**config.mk**
```make
export PLATFORM = sky130hd
export DESIGN_NAME = fixed_string_line_matcher_flat
export DESIGN_NICKNAME = d
export VERILOG_FILES = /design/src/fslm_pkg.sv /design/src/fslm_in_if.sv /design/src/fslm_out_if.sv /design/src/fixed_string_line_matcher.sv /design/src/fslm_cfg_regs.sv /design/src/fslm_window.sv /design/src/fslm_out_fifo.sv /design/src/flat_wrapper.sv
export SDC_FILE = /design/constraint.sdc
export NUM_CORES = 2
export LEC_CHECK = 0
export ABC_AREA = 1
export BUFFER_PORTS_ARGS = -buffer_cell sky130_fd_sc_hd__buf_2
export CAP_MARGIN = 5
export CORE_ASPECT_RATIO = 1.5
export CORE_MARGIN = 2
export CORE_UTILIZATION = 45
export DETAILED_ROUTE_END_ITERATION = 12
export GPL_TIMING_DRIVEN = 1
export PLACE_DENSITY = 0.68
export SYNTH_ARGS = -nofsm -noshare
export SYNTH_HDL_FRONTEND = slang
export SYNTH_HIERARCHICAL = 1
export SYNTH_SLANG_ARGS = --single-unit
```
**constraint.sdc**
```tcl
create_clock -name clk_i -period 6.6 [get_ports clk_i]
set_input_delay 0.66 -clock clk_i [delete_from_list [all_inputs] [get_ports clk_i]]
set_output_delay 0.66 -clock clk_i [all_outputs]
set_load 0.05 [all_outputs]
```
**src/fslm_pkg.sv**
```systemverilog
// shared types, constants and helper functions of the fixed-string line matcher
`default_nettype none

package fslm_pkg;

  // sizes
  localparam int PATTERN_MAX      = 16;
  localparam int LINE_NUMBER_BITS = 24;
  localparam int WINDOW_DEPTH     = PATTERN_MAX + 1;
  localparam int WIN_IW           = $clog2(WINDOW_DEPTH);
  localparam int PIDX_W           = (PATTERN_MAX > 1) ? $clog2(PATTERN_MAX) : 1;
  localparam int LEN_W            = 5;
  localparam int COUNT_W          = 16;
  localparam int MAXC_W           = 17;
  localparam int CFG_DATA_W       = 64;
  localparam int CFG_IDX_W        = 3;
  localparam int FIFO_DEPTH       = 4;
  localparam int FIFO_PTR_W       = $clog2(FIFO_DEPTH);
  localparam int FIFO_CNT_W       = $clog2(FIFO_DEPTH + 1);

  localparam logic [LEN_W-1:0]            BIL_MAX   = '1;
  localparam logic [LINE_NUMBER_BITS-1:0] LINE_MAX  = '1;
  localparam logic [COUNT_W-1:0]          COUNT_MAX = '1;
  localparam logic [MAXC_W-1:0]           MAXC_UNLIMITED = '1;
  localparam logic [7:0]                  CHAR_NUL  = 8'h00;
  localparam logic [7:0]                  CHAR_UNDERSCORE = 8'h5F;

  // input commands
  typedef enum logic [1:0] {
    CMD_TEXT = 2'd0,
    CMD_EOL  = 2'd1,
    CMD_EOF  = 2'd2
  } cmd_e;

  // result kinds
  typedef enum logic [1:0] {
    KIND_VERDICT = 2'd0,
    KIND_BINARY  = 2'd1,
    KIND_SUMMARY = 2'd2
  } kind_e;

  // configuration register indexes
  typedef enum logic [CFG_IDX_W-1:0] {
    CFG_PAT_LO     = 3'd0,
    CFG_PAT_HI     = 3'd1,
    CFG_PAT_LEN    = 3'd2,
    CFG_IGN_CASE   = 3'd3,
    CFG_MODE       = 3'd4,
    CFG_INVERT     = 3'd5,
    CFG_MAX_COUNT  = 3'd6,
    CFG_BIN_TEXT   = 3'd7
  } cfg_idx_e;

  // match mode bits
  localparam logic [1:0] MODE_WORD = 2'd1;

  typedef struct packed {
    logic [63:0]       pat_lo;
    logic [63:0]       pat_hi;
    logic [LEN_W-1:0]  pat_len;
    logic              ignore_case;
    logic [1:0]        match_mode;
    logic              invert;
    logic [MAXC_W-1:0] max_count;
    logic              bin_text;
  } cfg_t;

  typedef struct packed {
    logic [1:0]                  kind;
    logic [LINE_NUMBER_BITS-1:0] line_number;
    logic                        line_selected;
    logic [COUNT_W-1:0]          selected_count;
    logic                        file_matched;
    logic                        last_result;
  } result_t;

  // ascii case fold to lower
  function automatic logic [7:0] fold(input logic [7:0] c, input logic ic);
    if (ic && c >= 8'h41 && c <= 8'h5A) return c + 8'd32;
    return c;
  endfunction

  // letters, digits and underscore
  function automatic logic is_word(input logic [7:0] c);
    return (c >= 8'h30 && c <= 8'h39) || (c >= 8'h41 && c <= 8'h5A) ||
           (c >= 8'h61 && c <= 8'h7A) || (c == CHAR_UNDERSCORE);
  endfunction

  // pattern length clamped to 1..PATTERN_MAX
  function automatic logic [LEN_W-1:0] eff_len(input logic [LEN_W-1:0] l);
    if (l == '0) return LEN_W'(1);
    if (l > LEN_W'(PATTERN_MAX)) return LEN_W'(PATTERN_MAX);
    return l;
  endfunction

endpackage

`default_nettype wire

```
**src/fslm_in_if.sv**
```systemverilog
// input item channel of the line matcher
`default_nettype none

interface fslm_in_if;
  logic       valid;
  logic       ready;
  logic [1:0] command;
  logic [7:0] data_byte;

  modport source (output valid, output command, output data_byte, input ready);
  modport sink   (input valid, input command, input data_byte, output ready);
endinterface

`default_nettype wire

```
**src/fslm_out_if.sv**
```systemverilog
// result item channel of the line matcher
`default_nettype none

interface fslm_out_if;
  logic        valid;
  logic        ready;
  logic [1:0]  result_kind;
  logic [23:0] line_number;
  logic        line_selected;
  logic [15:0] selected_count;
  logic        file_matched;
  logic        last_result;

  modport source (output valid, output result_kind, output line_number,
                  output line_selected, output selected_count,
                  output file_matched, output last_result, input ready);
  modport sink   (input valid, input result_kind, input line_number,
                  input line_selected, input selected_count,
                  input file_matched, input last_result, output ready);
endinterface

`default_nettype wire

```
**src/fixed_string_line_matcher.sv**
```systemverilog
// Fixed-string line matcher: takes one text byte, end of line or end of file
// command per cycle while the result queue has room, and reports a verdict per
// line, a binary-file notice and an end-of-file summary. An item is registered
// on acceptance and judged once the result queue has room, and its results are
// written into a four-entry result queue that drives the output. The sustained
// rate is one item per cycle while the queue has room; an end of file that
// closes an unjudged line yields two results. Input is held off only while the
// result queue has fewer than two free entries. There is no clearing pass after
// reset.
`default_nettype none

module fixed_string_line_matcher import fslm_pkg::*; (
  input  wire logic                  clk_i,
  input  wire logic                  rst_ni,
  input  wire logic                  cfg_we_i,
  input  wire logic [CFG_IDX_W-1:0]  cfg_index_i,
  input  wire logic [CFG_DATA_W-1:0] cfg_data_i,
  fslm_in_if.sink                    in_if,
  fslm_out_if.source                 out_if
);

  cfg_t cfg;

  // input register
  logic       in_valid_q;
  logic [1:0] in_cmd_q;
  logic [7:0] in_byte_q;

  // per-file state
  logic [LEN_W-1:0]            bil_q;
  logic                        lf_q, cwe_q, nul_q, stopped_q, binary_q;
  logic [LINE_NUMBER_BITS-1:0] lines_q;
  logic [COUNT_W-1:0]          sel_q;

  logic       room, consume;
  logic       is_text, do_text, do_judge, do_eof, push0, push1;
  logic       win_match, bnd_word;
  logic [LEN_W-1:0] len, bil_inc, bil_cmp;
  logic [LINE_NUMBER_BITS-1:0] lines_inc, lines_post;
  logic       is_bin, matched, selected, limited, limit_hit, jsel;
  logic [COUNT_W-1:0] limit_val, jcnt, sel_post;
  logic       bin_post;
  result_t    judge_res, sum_res, res0;

  fslm_cfg_regs u_cfg (
    .clk_i       (clk_i),
    .rst_ni      (rst_ni),
    .cfg_we_i    (cfg_we_i),
    .cfg_index_i (cfg_index_i),
    .cfg_data_i  (cfg_data_i),
    .cfg_o       (cfg)
  );

  // handshake
  assign consume     = in_valid_q && room;
  assign in_if.ready = !in_valid_q || consume;

  always_ff @(posedge clk_i or negedge rst_ni) begin
    if (!rst_ni) begin
      in_valid_q <= 1'b0;
    end else if (in_if.valid && in_if.ready) begin
      in_valid_q <= 1'b1;
    end else if (consume) begin
      in_valid_q <= 1'b0;
    end
  end

  always_ff @(posedge clk_i) begin
    if (in_if.valid && in_if.ready) begin
      in_cmd_q  <= in_if.command;
      in_byte_q <= in_if.data_byte;
    end
  end

  // command decode
  assign len      = eff_len(cfg.pat_len);
  assign is_text  = in_cmd_q == CMD_TEXT;
  assign do_text  = consume && is_text && !stopped_q;
  assign do_eof   = consume && (in_cmd_q == CMD_EOF);
  assign do_judge = consume && !stopped_q &&
                    ((in_cmd_q == CMD_EOL) || ((in_cmd_q == CMD_EOF) && (bil_q != '0)));

  assign bil_inc = (bil_q == BIL_MAX) ? bil_q : bil_q + LEN_W'(1);
  assign bil_cmp = is_text ? bil_inc : bil_q;

  fslm_window u_win (
    .clk_i      (clk_i),
    .rst_ni     (rst_ni),
    .shift_en_i (do_text),
    .clear_i    (do_eof),
    .use_new_i  (is_text),
    .byte_i     (in_byte_q),
    .bil_i      (bil_cmp),
    .cfg_i      (cfg),
    .match_o    (win_match),
    .bnd_word_o (bnd_word)
  );

  // line verdict
  always_comb begin
    lines_inc = (lines_q == LINE_MAX) ? lines_q : lines_q + LINE_NUMBER_BITS'(1);
    is_bin    = (lines_inc == LINE_NUMBER_BITS'(1)) && nul_q && !cfg.bin_text;
    if (cfg.match_mode[1]) begin
      matched = (bil_q == len) && win_match;
    end else if (cfg.match_mode == MODE_WORD) begin
      matched = lf_q || cwe_q;
    end else begin
      matched = lf_q;
    end
    selected  = matched ^ cfg.invert;
    limited   = cfg.max_count != MAXC_UNLIMITED;
    limit_val = cfg.max_count[MAXC_W-1] ? '0 : cfg.max_count[COUNT_W-1:0];
    limit_hit = selected && limited && (sel_q >= limit_val);
    jsel      = selected && !limit_hit;
    jcnt      = (jsel && sel_q != COUNT_MAX) ? sel_q + COUNT_W'(1) : sel_q;

    judge_res.kind           = is_bin ? KIND_BINARY : KIND_VERDICT;
    judge_res.line_number    = is_bin ? LINE_NUMBER_BITS'(1) : lines_inc;
    judge_res.line_selected  = is_bin ? 1'b0 : jsel;
    judge_res.selected_count = is_bin ? '0 : jcnt;
    judge_res.file_matched   = is_bin || (jcnt != '0) || binary_q;
    judge_res.last_result    = !do_eof;
  end

  // end-of-file summary, seen after any judge of the same item
  always_comb begin
    lines_post = do_judge ? lines_inc : lines_q;
    sel_post   = (do_judge && !is_bin) ? jcnt : sel_q;
    bin_post   = binary_q || (do_judge && is_bin);
    sum_res.kind           = KIND_SUMMARY;
    sum_res.line_number    = lines_post;
    sum_res.line_selected  = 1'b0;
    sum_res.selected_count = sel_post;
    sum_res.file_matched   = (sel_post != '0) || bin_post;
    sum_res.last_result    = 1'b1;
  end

  assign push0 = do_judge || do_eof;
  assign push1 = do_judge && do_eof;
  assign res0  = do_judge ? judge_res : sum_res;

  fslm_out_fifo u_fifo (
    .clk_i   (clk_i),
    .rst_ni  (rst_ni),
    .push0_i (push0),
    .push1_i (push1),
    .data0_i (res0),
    .data1_i (sum_res),
    .room_o  (room),
    .out_if  (out_if)
  );

  // per-file state update
  always_ff @(posedge clk_i or negedge rst_ni) begin
    if (!rst_ni) begin
      bil_q     <= '0;
      lf_q      <= 1'b0;
      cwe_q     <= 1'b0;
      nul_q     <= 1'b0;
      lines_q   <= '0;
      sel_q     <= '0;
      stopped_q <= 1'b0;
      binary_q  <= 1'b0;
    end else if (do_eof) begin
      bil_q     <= '0;
      lf_q      <= 1'b0;
      cwe_q     <= 1'b0;
      nul_q     <= 1'b0;
      lines_q   <= '0;
      sel_q     <= '0;
      stopped_q <= 1'b0;
      binary_q  <= 1'b0;
    end else if (do_judge) begin
      lines_q <= lines_inc;
      if (is_bin) begin
        binary_q  <= 1'b1;
        stopped_q <= 1'b1;
      end else begin
        sel_q <= jcnt;
        if (limit_hit) stopped_q <= 1'b1;
      end
      bil_q <= '0;
      lf_q  <= 1'b0;
      cwe_q <= 1'b0;
      nul_q <= 1'b0;
    end else if (do_text) begin
      bil_q <= bil_inc;
      if (in_byte_q == CHAR_NUL && lines_q == '0) nul_q <= 1'b1;
      if (!cfg.match_mode[1]) begin
        if (cfg.match_mode == MODE_WORD) begin
          if (cwe_q && !is_word(in_byte_q)) lf_q <= 1'b1;
          cwe_q <= win_match && ((bil_inc == len) || !bnd_word);
        end else if (win_match) begin
          lf_q <= 1'b1;
        end
      end
    end
  end

  // a binary notice stops the file unless end of file clears it at once
  a_bin_stops: assert property (@(posedge clk_i) disable iff (!rst_ni)
    do_judge && is_bin && !do_eof |=> stopped_q && binary_q)
    else $error("binary file not stopped");

  // end of file clears the per-file counters
  a_eof_clears: assert property (@(posedge clk_i) disable iff (!rst_ni)
    do_eof |=> lines_q == '0 && sel_q == '0 && !stopped_q && bil_q == '0)
    else $error("file state not cleared");

  // a stopped file only ever yields a summary
  a_stopped_quiet: assert property (@(posedge clk_i) disable iff (!rst_ni)
    stopped_q |-> !do_judge && !push1)
    else $error("verdict on stopped file");

endmodule

`default_nettype wire

```
**src/fslm_cfg_regs.sv**
```systemverilog
// configuration registers with write decode
`default_nettype none

module fslm_cfg_regs import fslm_pkg::*; (
  input  wire logic                  clk_i,
  input  wire logic                  rst_ni,
  input  wire logic                  cfg_we_i,
  input  wire logic [CFG_IDX_W-1:0]  cfg_index_i,
  input  wire logic [CFG_DATA_W-1:0] cfg_data_i,
  output cfg_t                       cfg_o
);

  cfg_t cfg_q;

  // register writes
  always_ff @(posedge clk_i or negedge rst_ni) begin
    if (!rst_ni) begin
      cfg_q.pat_lo      <= '0;
      cfg_q.pat_hi      <= '0;
      cfg_q.pat_len     <= LEN_W'(1);
      cfg_q.ignore_case <= 1'b0;
      cfg_q.match_mode  <= '0;
      cfg_q.invert      <= 1'b0;
      cfg_q.max_count   <= MAXC_UNLIMITED;
      cfg_q.bin_text    <= 1'b0;
    end else if (cfg_we_i) begin
      unique case (cfg_idx_e'(cfg_index_i))
        CFG_PAT_LO:    cfg_q.pat_lo      <= cfg_data_i;
        CFG_PAT_HI:    cfg_q.pat_hi      <= cfg_data_i;
        CFG_PAT_LEN:   cfg_q.pat_len     <= cfg_data_i[LEN_W-1:0];
        CFG_IGN_CASE:  cfg_q.ignore_case <= cfg_data_i[0];
        CFG_MODE:      cfg_q.match_mode  <= cfg_data_i[1:0];
        CFG_INVERT:    cfg_q.invert      <= cfg_data_i[0];
        CFG_MAX_COUNT: cfg_q.max_count   <= cfg_data_i[MAXC_W-1:0];
        CFG_BIN_TEXT:  cfg_q.bin_text    <= cfg_data_i[0];
        default: ;
      endcase
    end
  end

  assign cfg_o = cfg_q;

endmodule

`default_nettype wire

```
**src/fslm_window.sv**
```systemverilog
// recent byte window with parallel pattern compare and word boundary check
`default_nettype none

module fslm_window import fslm_pkg::*; (
  input  wire logic             clk_i,
  input  wire logic             rst_ni,
  input  wire logic             shift_en_i,
  input  wire logic             clear_i,
  input  wire logic             use_new_i,
  input  wire logic [7:0]       byte_i,
  input  wire logic [LEN_W-1:0] bil_i,
  input  cfg_t                  cfg_i,
  output logic                  match_o,
  output logic                  bnd_word_o
);

  logic [7:0]       win_q   [WINDOW_DEPTH];
  logic [7:0]       new_win [WINDOW_DEPTH];
  logic [7:0]       pat_b   [PATTERN_MAX];
  logic [PATTERN_MAX-1:0] eq;
  logic [LEN_W-1:0] len;

  assign len = eff_len(cfg_i.pat_len);

  // window after shifting in the current byte, newest first
  always_comb begin
    new_win[0] = byte_i;
    for (int i = 1; i < WINDOW_DEPTH; i++) begin
      new_win[i] = win_q[i-1];
    end
  end

  // window register
  always_ff @(posedge clk_i or negedge rst_ni) begin
    if (!rst_ni) begin
      for (int i = 0; i < WINDOW_DEPTH; i++) win_q[i] <= '0;
    end else if (clear_i) begin
      for (int i = 0; i < WINDOW_DEPTH; i++) win_q[i] <= '0;
    end else if (shift_en_i) begin
      for (int i = 0; i < WINDOW_DEPTH; i++) win_q[i] <= new_win[i];
    end
  end

  // per-position compare: window byte k against pattern byte len-1-k
  for (genvar k = 0; k < PATTERN_MAX; k++) begin : g_cmp
    logic [LEN_W-1:0] pidx;
    logic [7:0]       cmp_b;

    if (k < 8) begin : g_lo
      assign pat_b[k] = cfg_i.pat_lo[8*k +: 8];
    end else begin : g_hi
      assign pat_b[k] = cfg_i.pat_hi[8*(k-8) +: 8];
    end

    assign pidx  = len - LEN_W'(k + 1);
    assign cmp_b = use_new_i ? new_win[k] : win_q[k];
    assign eq[k] = (LEN_W'(k) >= len) ||
                   (fold(cmp_b, cfg_i.ignore_case) ==
                    fold(pat_b[pidx[PIDX_W-1:0]], cfg_i.ignore_case));
  end

  assign match_o    = (bil_i >= len) && (&eq);
  // byte just before a match ending at the newest byte
  assign bnd_word_o = is_word(new_win[len[WIN_IW-1:0]]);

endmodule

`default_nettype wire

```
**src/fslm_out_fifo.sv**
```systemverilog
// result queue taking up to two items per cycle and giving one while the output is ready
`default_nettype none

module fslm_out_fifo import fslm_pkg::*; (
  input  wire logic  clk_i,
  input  wire logic  rst_ni,
  input  wire logic  push0_i,
  input  wire logic  push1_i,
  input  result_t    data0_i,
  input  result_t    data1_i,
  output logic       room_o,
  fslm_out_if.source out_if
);

  result_t                mem_q [FIFO_DEPTH];
  logic [FIFO_PTR_W-1:0]  wr_q, wr_d, rd_q, rd_d, wr1;
  logic [FIFO_CNT_W-1:0]  cnt_q, cnt_d;
  logic                   pop;
  result_t                head;

  assign wr1  = wr_q + FIFO_PTR_W'(1);
  assign pop  = out_if.valid && out_if.ready;
  assign head = mem_q[rd_q];

  // pointers and fill count
  always_comb begin
    wr_d  = wr_q + FIFO_PTR_W'(push0_i) + FIFO_PTR_W'(push1_i);
    rd_d  = rd_q + FIFO_PTR_W'(pop);
    cnt_d = cnt_q + FIFO_CNT_W'(push0_i) + FIFO_CNT_W'(push1_i) - FIFO_CNT_W'(pop);
  end

  always_ff @(posedge clk_i or negedge rst_ni) begin
    if (!rst_ni) begin
      wr_q  <= '0;
      rd_q  <= '0;
      cnt_q <= '0;
    end else begin
      wr_q  <= wr_d;
      rd_q  <= rd_d;
      cnt_q <= cnt_d;
    end
  end

  // entry storage
  always_ff @(posedge clk_i) begin
    if (push0_i) mem_q[wr_q] <= data0_i;
    if (push1_i) mem_q[wr1]  <= data1_i;
  end

  assign room_o = cnt_q <= FIFO_CNT_W'(FIFO_DEPTH - 2);

  // output side
  assign out_if.valid          = cnt_q != '0;
  assign out_if.result_kind    = head.kind;
  assign out_if.line_number    = head.line_number;
  assign out_if.line_selected  = head.line_selected;
  assign out_if.selected_count = head.selected_count;
  assign out_if.file_matched   = head.file_matched;
  assign out_if.last_result    = head.last_result;

  // queue never overfills
  a_no_overflow: assert property (@(posedge clk_i) disable iff (!rst_ni)
    cnt_q <= FIFO_CNT_W'(FIFO_DEPTH))
    else $error("result queue overflow");

endmodule

`default_nettype wire
```
**src/flat_wrapper.sv**
```systemverilog
// flat-port wrapper written by rule: the top's interface ports become plain ports
module fixed_string_line_matcher_flat import fslm_pkg::*;
  (clk_i, rst_ni, cfg_we_i, cfg_index_i, cfg_data_i, in_if_valid, in_if_command, in_if_data_byte, in_if_ready, out_if_valid, out_if_result_kind, out_if_line_number, out_if_line_selected, out_if_selected_count, out_if_file_matched, out_if_last_result, out_if_ready);
  fslm_in_if in_if_i ();
  fslm_out_if out_if_i ();
  input  wire logic clk_i;
  input  wire logic rst_ni;
  input  wire logic cfg_we_i;
  input  wire logic [CFG_IDX_W-1:0] cfg_index_i;
  input  wire logic [CFG_DATA_W-1:0] cfg_data_i;
  input wire logic [$bits(in_if_i.valid)-1:0] in_if_valid;
  input wire logic [$bits(in_if_i.command)-1:0] in_if_command;
  input wire logic [$bits(in_if_i.data_byte)-1:0] in_if_data_byte;
  output wire logic [$bits(in_if_i.ready)-1:0] in_if_ready;
  output wire logic [$bits(out_if_i.valid)-1:0] out_if_valid;
  output wire logic [$bits(out_if_i.result_kind)-1:0] out_if_result_kind;
  output wire logic [$bits(out_if_i.line_number)-1:0] out_if_line_number;
  output wire logic [$bits(out_if_i.line_selected)-1:0] out_if_line_selected;
  output wire logic [$bits(out_if_i.selected_count)-1:0] out_if_selected_count;
  output wire logic [$bits(out_if_i.file_matched)-1:0] out_if_file_matched;
  output wire logic [$bits(out_if_i.last_result)-1:0] out_if_last_result;
  input wire logic [$bits(out_if_i.ready)-1:0] out_if_ready;
  assign in_if_i.valid = in_if_valid;
  assign in_if_i.command = in_if_command;
  assign in_if_i.data_byte = in_if_data_byte;
  assign in_if_ready = in_if_i.ready;
  assign out_if_valid = out_if_i.valid;
  assign out_if_result_kind = out_if_i.result_kind;
  assign out_if_line_number = out_if_i.line_number;
  assign out_if_line_selected = out_if_i.line_selected;
  assign out_if_selected_count = out_if_i.selected_count;
  assign out_if_file_matched = out_if_i.file_matched;
  assign out_if_last_result = out_if_i.last_result;
  assign out_if_i.ready = out_if_ready;
  fixed_string_line_matcher u_core (.clk_i(clk_i), .rst_ni(rst_ni), .cfg_we_i(cfg_we_i), .cfg_index_i(cfg_index_i), .cfg_data_i(cfg_data_i), .in_if(in_if_i), .out_if(out_if_i));
endmodule
```
==> out/qor.txt <==
Drt drc - 0
Placed cells - 7949
Vias per inst - 5.80
Crit-path max cell delay - 440 ps
Worst setup EP type - register
Number of flops mapped to enable cells by yosys - 190
Initial antenna violation count - 5
Congestion Overflow GR - 0
Most frequent cells in the layout - nand2_1, nand3_1, inv_1
Most common cell after layout, fill and taps aside - nand2_1
Post-synthesis simple-gate area fraction - 42.6%
Nets - 6922
Number of global-route vias before repair - 43800
CP required - 6980 ps
WP data arrival - 6670 ps
Top delay family on crit path - simple AND/OR/NAND/NOR gates
Slew headroom - 13.1%
Final Max Tran Viols - 0
First drt pass iteration count - 8
CP bufs+invs - 4
Mapped Area - 0.0427 sq mm
Largest family of logic cells by synthesized area - simple AND/OR/NAND/NOR gates
PD cells - 435 mW/mm^2
Layout cells sized above 1 - 9.99%
Syn Inst Count - 6649
Flip-flop and latch area - 0.0143 sq mm
Die Height - 381 microns
Post-Synth XOR/XNOR Area - 2.28%
Syn Area/Cell - 6.42 sq um
Antenna Nets Post-Route - 0
Synth Flop Type - dfrtp_1
Post-synthesis compound-gate area fraction - 8.39%
Standard-cell row count - 138
Ports - 129
Pin count of the biggest net entering global routing - 129
Synth Register Bits - 531
Fin. Hold Viols - 0
Status - complete, no violations
Total die area - 0.0974 sq mm
Max FO, Critical Path - 20
Vias after detailed routing - 46800
Wire per inst - 25.3 microns
Worst skew pair latency - 710 ps
Clk pin slew, worst setup/hold paths - 60 ps
Fillers - 9687
Adder-Cell Fraction of Synth Area - 2.22%
IO Port Bufs - 128
FFs w/ async S/R, synth - 64.2%
Final setup vio count - 0
Multi-input logic area - 0.0240 sq mm
CP most frequent cell - nand2_1
Max-Cap Viols - 0
TritonCTS buffer count - 54
Hold Crit Class - input pin to register
Clock Skew - 47.7 ps
Final Cycle Share - 95.3%
TritonCTS clock tree - done
Max Freq - 159 MHz
Initial core utilization - 45.3%
WL final - 204 mm
DPL Wire Length - 154 mm
Min Tclk post-route - 6290 ps
Routability cong. - 1.10
Global-route wire length before repair - 295 mm
Register area share after synthesis - 33.4%
Chip Width - 256 microns
Overall routing resource usage - 41.0%
Actual slew at the worst max-slew pin - 1300 ps
Crit-path slowest cell - dfrtp_1
Mux contribution to synthesized area - 0.0469%
Syn-to-layout area delta - 11.3%
H-tree levels - 2
WS Path Type - register to register
Yosys cell types - 65
DR iter-0 viols - 4922
Peak VDD IR - 0.269 mV
CTS max path bufs - 3
Clock Sinks - 531
Pleak - 23.9 nW
Post-Route Setup TNS - 0 ps
Yosys warnings - 6
Startpoint types - register
Post-route non-filler standard cell count - 8075
Core ar. - 0.0943 sq mm
Clk root buf - clkbuf_16
per-stage QoR:
stage	setup slack (ps)	cell area [sq um]	util [%]	power, W	hold WS, ps
detailed placement	56.3	45400	48.1	0.0169	460
finish	309	47500	50.4	0.0207	161
floorplan	651	42800	-	0.0125	364
global route	-75.2	47500	50.4	0.0218	144
CTS	4.10	47200	50.0	0.0201	152
global placement	41.4	45400	48.1	0.0168	458
report_power, final:
part	total, W	internal, W	switching (W)
Combinational	0.0128	0.00344	0.00933
Sequential	0.00470	0.00407	0.000634
Clock	0.00319	0.00171	0.00148
Total	0.0207	0.00922	0.0114
synthesized netlist by cell type, types with 10 or more instances:
library cell / number / area (sq um)
xor2_1: 64 / 561
nand2_2: 12 / 75.1
o21ai_1: 18 / 90.1
o22ai_1: 86 / 538
inv_2: 25 / 93.8
buf_6: 15 / 169
buf_4: 43 / 323
buf_2: 139 / 696
nand2_1: 2358 / 8850
o21ai_0: 392 / 1960
edfxtp_1: 190 / 5710
nor2_2: 21 / 131
nand3_2: 30 / 300
buf_1: 25 / 93.8
o211ai_1: 13 / 97.6
o2111ai_1: 11 / 96.3
nand3b_1: 26 / 195
a21oi_1: 63 / 315
o21a_1: 10 / 75.1
nor3_1: 43 / 215
xnor2_1: 27 / 236
o21bai_1: 16 / 120
nand4_1: 159 / 995
dfrtp_1: 323 / 8080
nand3_1: 1182 / 5920
inv_1: 753 / 2830
ha_1: 71 / 888
and2_1: 10 / 62.6
dfstp_2: 18 / 473
nor2_1: 282 / 1060
clkbuf_1: 131 / 492
final cells by class:
| class | count | area share, % |
|---|---|---|
| diodes | 5 | 0.0263 |
| clock buffers | 73 | 3.12 |
| clock inverters | 27 | 0.592 |
| inverters | 780 | 6.18 |
| multi-input cells | 4998 | 50.5 |
| flip-flops and latches | 531 | 30.0 |
| well taps | 1260 | 3.32 |
| repair buffers | 400 | 6.22 |
| repair inverters | 1 | 0.0158 |
logic make-up after synthesis:
logic type | count (synthesis)
other | 2
and+or+nand+nor | 4162
AOI/OAI and AO/OA | 644
buffers and inverters | 1135
muxes | 2
DFF | 531
xor gates and xnor gates | 99
adders and majority gates | 74
worst paths after layout:
path                       cells past startpoint                     from                        end  slack, ps
max in group asynchronous                      3                   rst_ni     u_core/u_cfg/cfg_o[88]       4690
min in group asynchronous                      2                   rst_ni   u_core/u_win/new_win[46]        550
max                                           45   u_core/u_cfg/cfg_o[23]  u_core/u_fifo/mem_q[0][1]        310
max reg2reg                                   45   u_core/u_cfg/cfg_o[23]  u_core/u_fifo/mem_q[0][1]        310
min                                            1       in_if_data_byte[3]        u_core/in_byte_q[3]        160
min reg2reg                                    2  u_core/u_cfg/cfg_o[131]    u_core/u_cfg/cfg_o[131]        470
routing by layer:
metal / wire [microns] / GRT usage (%) / vias up / part of all wire [%]
met5: 32 / 0 / - / 0.016
met4: 24300 / 39.0 / 4 / 12
met3: 14700 / 7.21 / 749 / 7.2
met2: 96100 / 69.0 / 2282 / 47
met1: 69100 / 43.2 / 21900 / 34
li1: - / - / 21900 / -
state kept, by name (all words and copies together) (netlist names):
signal / cells
u_core/in_cmd_q: 2
u_core/u_fifo/rd_q: 2
u_core/u_fifo/mem_q: 180
u_core/lines_q: 24
u_core/u_fifo/cnt_q: 3
u_core/u_cfg/cfg_o: 155
u_core/sel_q: 16
u_core/binary_q: 1
u_core/nul_q: 1
u_core/cwe_q: 1
u_core/bil_q: 5
u_core/lf_q: 1
u_core/stopped_q: 1
u_core/u_fifo/wr_q: 2
u_core/in_byte_q: 8
u_core/u_win/new_win: 128
u_core/in_valid_q: 1
what timing repair did:
action | in CTS | in global routing
setup endpoints to repair | 0 | 69
endpoints found under the hold margin | 2 | 0
hold buffers | 1 | 0
setup buffers | 0 | 14
gates resized for setup | 0 | 52
Note: power is estimated with default switching activity, not from simulation.
